==> config.mk <==
export PLATFORM = sky130hd
export DESIGN_NAME = shs_front
export DESIGN_NICKNAME = d
export VERILOG_FILES = /design/src/hdl/shs_pkg.sv /design/src/hdl/shs_front.sv
export SDC_FILE = /design/constraint.sdc
export NUM_CORES = 1
export LEC_CHECK = 0
export BUFFER_PORTS_ARGS = -buffer_cell sky130_fd_sc_hd__buf_2
export CORE_ASPECT_RATIO = 1.4
export CORE_MARGIN = 5
export CORE_UTILIZATION = 55
export DETAILED_ROUTE_END_ITERATION = 16
export PLACE_DENSITY = 0.77
export SYNTH_ARGS = -nofsm -noshare
export SYNTH_HDL_FRONTEND = slang
export SYNTH_SLANG_ARGS = --single-unit
==> constraint.sdc <==
create_clock -name clk -period 3.7 [get_ports clk]
set_input_delay 0.37 -clock clk [delete_from_list [all_inputs] [get_ports clk]]
set_output_delay 0.37 -clock clk [all_outputs]
set_load 0.01 [all_outputs]
==> src/hdl/shs_pkg.sv <==
// ============================================================================
// shs_pkg: shared types, constants and functions of the SHA-256 stream hasher
// Holds the beat types, operation codes, the initial vector and the
// round-constant table used by the front, back and round datapath.
// ============================================================================
package shs_pkg;

  typedef logic [31:0]      word_t;
  typedef logic [7:0][31:0] hv_t;

  typedef struct packed {
    logic [1:0] operation;
    logic [7:0] data_byte;
  } in_item_t;

  typedef struct packed {
    logic [31:0] digest_word;
    logic [2:0]  word_index;
    logic        last_word;
  } out_item_t;

  localparam logic [1:0] OP_ABSORB = 2'd0;
  localparam logic [1:0] OP_FINISH = 2'd1;
  localparam logic [1:0] OP_PEEK   = 2'd2;
  localparam logic [1:0] OP_UNUSED = 2'd3;

  localparam logic [7:0] PAD_MARK = 8'h80;
  localparam logic [5:0] LEN_POS  = 6'd56;

  localparam int QUEUE_DEPTH = 4;

  // Word 0 sits in element 0 of the packed array.
  localparam hv_t INIT_VEC = {32'h5be0cd19, 32'h1f83d9ab, 32'h9b05688c, 32'h510e527f,
                              32'ha54ff53a, 32'h3c6ef372, 32'hbb67ae85, 32'h6a09e667};

  function automatic word_t round_k(input logic [5:0] r);
    word_t k;
    case (r)
      6'd0:  k = 32'h428a2f98;  6'd1:  k = 32'h71374491;
      6'd2:  k = 32'hb5c0fbcf;  6'd3:  k = 32'he9b5dba5;
      6'd4:  k = 32'h3956c25b;  6'd5:  k = 32'h59f111f1;
      6'd6:  k = 32'h923f82a4;  6'd7:  k = 32'hab1c5ed5;
      6'd8:  k = 32'hd807aa98;  6'd9:  k = 32'h12835b01;
      6'd10: k = 32'h243185be;  6'd11: k = 32'h550c7dc3;
      6'd12: k = 32'h72be5d74;  6'd13: k = 32'h80deb1fe;
      6'd14: k = 32'h9bdc06a7;  6'd15: k = 32'hc19bf174;
      6'd16: k = 32'he49b69c1;  6'd17: k = 32'hefbe4786;
      6'd18: k = 32'h0fc19dc6;  6'd19: k = 32'h240ca1cc;
      6'd20: k = 32'h2de92c6f;  6'd21: k = 32'h4a7484aa;
      6'd22: k = 32'h5cb0a9dc;  6'd23: k = 32'h76f988da;
      6'd24: k = 32'h983e5152;  6'd25: k = 32'ha831c66d;
      6'd26: k = 32'hb00327c8;  6'd27: k = 32'hbf597fc7;
      6'd28: k = 32'hc6e00bf3;  6'd29: k = 32'hd5a79147;
      6'd30: k = 32'h06ca6351;  6'd31: k = 32'h14292967;
      6'd32: k = 32'h27b70a85;  6'd33: k = 32'h2e1b2138;
      6'd34: k = 32'h4d2c6dfc;  6'd35: k = 32'h53380d13;
      6'd36: k = 32'h650a7354;  6'd37: k = 32'h766a0abb;
      6'd38: k = 32'h81c2c92e;  6'd39: k = 32'h92722c85;
      6'd40: k = 32'ha2bfe8a1;  6'd41: k = 32'ha81a664b;
      6'd42: k = 32'hc24b8b70;  6'd43: k = 32'hc76c51a3;
      6'd44: k = 32'hd192e819;  6'd45: k = 32'hd6990624;
      6'd46: k = 32'hf40e3585;  6'd47: k = 32'h106aa070;
      6'd48: k = 32'h19a4c116;  6'd49: k = 32'h1e376c08;
      6'd50: k = 32'h2748774c;  6'd51: k = 32'h34b0bcb5;
      6'd52: k = 32'h391c0cb3;  6'd53: k = 32'h4ed8aa4a;
      6'd54: k = 32'h5b9cca4f;  6'd55: k = 32'h682e6ff3;
      6'd56: k = 32'h748f82ee;  6'd57: k = 32'h78a5636f;
      6'd58: k = 32'h84c87814;  6'd59: k = 32'h8cc70208;
      6'd60: k = 32'h90befffa;  6'd61: k = 32'ha4506ceb;
      6'd62: k = 32'hbef9a3f7;  6'd63: k = 32'hc67178f2;
      default: k = 32'h0;
    endcase
    return k;
  endfunction

endpackage

==> src/hdl/shs_front.sv <==
// ============================================================================
// shs_front: input acceptance and item queue
// Accepts beats, drops the unused operation code and buffers the rest in a
// short queue that the back end drains at its own pace.
// ============================================================================
module shs_front #(
  parameter int QUEUE_DEPTH = shs_pkg::QUEUE_DEPTH
) (
  input  logic             clk,
  input  logic             rst_n,
  input  logic             in_valid,
  output logic             in_stall,
  input  shs_pkg::in_item_t in_item,
  output logic             q_valid,
  output shs_pkg::in_item_t q_item,
  input  logic             q_take
);

  localparam int PtrW = (QUEUE_DEPTH > 1) ? $clog2(QUEUE_DEPTH) : 1;
  localparam int CntW = $clog2(QUEUE_DEPTH + 1);

  shs_pkg::in_item_t mem_r [QUEUE_DEPTH];
  logic [PtrW-1:0] wr_ptr_r, wr_ptr_nxt, rd_ptr_r, rd_ptr_nxt;
  logic [CntW-1:0] cnt_r, cnt_nxt;
  logic push, pop;

  assign in_stall = (cnt_r == CntW'(QUEUE_DEPTH));
  assign push     = in_valid && !in_stall && (in_item.operation != shs_pkg::OP_UNUSED);
  assign q_valid  = (cnt_r != '0);
  assign pop      = q_valid && q_take;
  assign q_item   = mem_r[rd_ptr_r];

  always_comb begin
    wr_ptr_nxt = wr_ptr_r;
    rd_ptr_nxt = rd_ptr_r;
    if (push) begin
      wr_ptr_nxt = (wr_ptr_r == PtrW'(QUEUE_DEPTH - 1)) ? '0 : wr_ptr_r + 1'b1;
    end
    if (pop) begin
      rd_ptr_nxt = (rd_ptr_r == PtrW'(QUEUE_DEPTH - 1)) ? '0 : rd_ptr_r + 1'b1;
    end
    cnt_nxt = cnt_r + CntW'(push) - CntW'(pop);
  end

  always_ff @(posedge clk) begin
    if (!rst_n) begin
      wr_ptr_r <= '0;
      rd_ptr_r <= '0;
      cnt_r    <= '0;
    end else begin
      wr_ptr_r <= wr_ptr_nxt;
      rd_ptr_r <= rd_ptr_nxt;
      cnt_r    <= cnt_nxt;
    end
  end

  always_ff @(posedge clk) begin
    if (push) begin
      mem_r[wr_ptr_r] <= in_item;
    end
  end

endmodule

==> key figures <==
CTS
  – CTS tree: built
  – Clk slew on worst S/H paths: 0.08 ns
  – Worst-Skew Late Latency: ~0.3 ns
  – Hold_buf cts: 0
  – Post-CTS Setup Repair Bufs: 0
  – Root buffer cell: clkbuf_8
  – Clock sink count: 49
  – CTS Buffer Depth: 2
  – Post-CTS Resized: 0
  – H-tree depth: 2
  – TritonCTS buffer count: 5

Power
  – P_sw: 0.360 mW
  – Total power per unit cell area: ~620 mW/mm2
  – Static leakage: between 0.8 and 0.9 nW
  – Clock Power Share: 26.1%
  – Sw frac: 26.2%
  – Sequential Power Share: 52.2%
  – Final Power: between 1 and 1.5 mW
  – Internal: a little over 1 mW
  – VDD IR max: 423 uV
  – Logic pwr share: between 20 and 25%

Final layout
  – FILL cells: about 240
  – Final #Nets: between 150 and 200
  – Share of layout cells above drive strength 1: between 30% and 40%
  – Fin cells: roughly 180
  – ANT cells: 0
  – Fin util: between 60 and 70%
  – Most frequent cells in the layout: edfxtp_1, buf_2, mux4_2, dfxtp_1
  – Commonest non-fill, non-tap cell in the layout: edfxtp_1
  – Area Overhead vs Synth: 13.8%

Yosys
  – Top-area cell type share of the netlist area: 62.2%
  – Cell Area, Synth: around 0.0019 mm2
  – Library cells used by synthesis: 23
  – Synth Register Bits: 49
  – Avg Inst Size Synth: approximately 18 um2
  – Synth top area cells: edfxtp_1, mux4_2, dfxtp_1, ha_1, inv_1
  – Synth Net Count: 128
  – Area leader, netlist: edfxtp_1
  – Post-Syn Instances: 106
  – Seq/Total Area, Yosys: between 70% and 80%
  – Number of synthesis warnings: 0

Critical path
  – Crit path kind: register to register
  – Worst Path Required: 3.90 ns
  – Crit end category: register
  – Reg-to-reg setup timing slack: around 1.2 ns
  – CP Launch Point: cnt_r[1]$_SDFF_PN0_
  – R2R cell count: 11
  – Worst setup path end: cnt_r[2]$_SDFF_PN0_
  – Startpoint types: register
  – Slowest cell delay on critical path: between 0.4 and 0.5 ns
  – Crit path cell chain: or3b_1 > and3_1 > inv_1 > ha_1 > inv_1 > ha_1 > inv_1 > fa_1 > xnor2_1 > xnor2_1 > and2_1
  – Reg-to-reg endpoint: cnt_r[2]$_SDFF_PN0_
  – Critical Path Slowest Stage Cell: or3b_1
  – CP dominant cell by count: inv_1
  – CP Data Arrival Time: about 2.7 ns
  – Max FO, Critical Path: 7
  – Worst r2r src: cnt_r[1]$_SDFF_PN0_

Route
  – Drt first-iter violations: 25
  – Total Wirelength: just over 3 mm
  – Routed Antenna Nets: 0
  – Vias: between 900 and 1,000
  – Via density: roughly 5.4
  – # DRC: 0
  – Wire length per cell: around 17 um
  – Drt pass-1 iters: 4

Timing
  – Final Cycle Share: around two thirds
  – Setup WS post-layout: ~1.2 ns
  – Final Critical Period: 2.49 ns
  – Clk_skew: 0.00502 ns
  – RSZ-0062 raised after global routing: false
  – Slew Viols, Final: 0
  – Headroom to the max-slew limit: 53.5%
  – Final hold vios: 0
  – Final setup viols: 0
  – Worst slew pin tran: 0.697 ns
  – Fmax: 0.402 GHz
  – Post-route setup TNS: 0 ns

Global routing
  – Pin count of the biggest net entering global routing: 16
  – Initial antenna violation count: 0
  – First-pass GRT wire length: about 4.8 mm
  – Total track usage: 15.3%
  – Number of global-route vias before repair: between 1,000 and 1,500
  – Remaining global-route overflow: 0

Worst hold path
  – Worst hold path startpoint: in_item[0]
  – Worst min path class: input pin to register

Floorplan
  – Total die area: 0.00481 mm2
  – Width of the die: between 60 and 70 um
  – Die Height: between 80 and 90 um
  – Starting Density: a little under three fifths
  – # IOs: 26
  – CORE AREA: roughly 0.0034 mm2
  – Placement Rows: 25

Job
  – Max-cap viol count: 0

Place
  – DP HPWL: roughly 2.2 mm
  – Placed Cells: ~170
  – Setup Slack @ Placement: 1.22 ns
  – Placer Congestion: about 0.63
  – Port-buffer cells: 25

Status
  – Outcome: completed
[sequential cells by signal, summed over array words and instances (netlist names), named ones only]
signal    cells
rd_ptr_r      2
mem_r        40
wr_ptr_r      2
cnt_r         3
[logic make-up after synthesis]
family | count (synthesis) | synth area share (%)
muxes | 12 | 12.7
adders and majority gates | 8 | 5.57
DFF | 49 | 71.5
AOI/OAI and AO/OA | 3 | 0.907
xor gates and xnor gates | 2 | 0.907
buffers and inverters | 11 | 2.59
and+or+nand+nor | 21 | 5.83
[worst min-delay path by stage]
| stage | endpoint | slack [ns] | cells past startpoint |
|---|---|---|---|
| after floorplan | wr_ptr_r[1]$_SDFFE_PN0P_ | 0.47 | 2 |
| final | mem_r[1][0]$_DFFE_PP_ | 0.29 | 1 |
| after global routing | mem_r[1][0]$_DFFE_PP_ | 0.26 | 1 |
| after detailed placement | wr_ptr_r[1]$_SDFFE_PN0P_ | 0.50 | 2 |
| after global placement | wr_ptr_r[1]$_SDFFE_PN0P_ | 0.48 | 2 |
| after CTS | mem_r[3][0]$_DFFE_PP_ | 0.28 | 1 |
[metal layers]
layer  global-route usage, %  vias up  wire [um]
li1                        -      451          -
met2                    27.3       25       1730
met5                       0        -          0
met3                    4.98        6        159
met4                    10.2        0         81
met1                    13.8      467       1050
[synth_stat cells]
library cell,number
buf_1,1
dfxtp_1,9
edfxtp_1,40
or3b_1,1
nor2_1,2
o31ai_1,1
mux2i_1,2
buf_2,1
inv_1,7
mux4_2,10
nand2_1,7
fa_1,1
or3_2,1
clkbuf_1,1
o21ai_0,2
nand3_1,2
and2_1,4
nor2b_1,1
xnor2_1,2
and2_2,2
ha_1,7
buf_6,1
and3_1,1
[worst max-delay path, delay by kind of cell (launching register included)]
kind,cells,cell delay (ns)
adder cells (fa/ha/maj),3,0.73
flip-flops,1,0.37
buffers and inverters,3,0.20
AND/OR/NAND/NOR,3,0.84
XOR/XNOR,2,0.27
[layout make-up]
| cell class | instances | area, um2 | share of cell area (%) |
|---|---|---|---|
| clock buffers | 7 | 108 | 4.89 |
| clock inverters | 1 | 7.51 | 0.341 |
| inverters | 7 | 26.3 | 1.20 |
| multi-input cells | 46 | 500 | 22.8 |
| flip-flops and latches | 49 | 1380 | 62.8 |
| well taps | 40 | 50.0 | 2.28 |
| repair buffers | 25 | 125 | 5.69 |
[power groups by stage]
stage          Combinational (mW)  Clock, mW  Sequential (mW)
2_1_floorplan               0.240          0            0.691
3_3_place_gp                0.286          0            0.725
3_5_place_dp                0.301          0            0.731
4_1_cts                     0.304      0.365            0.719
5_1_grt                     0.326      0.395            0.730
6_report                    0.297      0.358            0.717
[stage by stage]
step	hold slack, ns	instance area [um2]
5_1_grt	0.264	2200
4_1_cts	0.275	2200
3_5_place_dp	0.497	2080
2_1_floorplan	0.468	1930
3_3_place_gp	0.483	2080
6_report	0.286	2200
No activity file was read; power rests on OpenSTA's default activity.
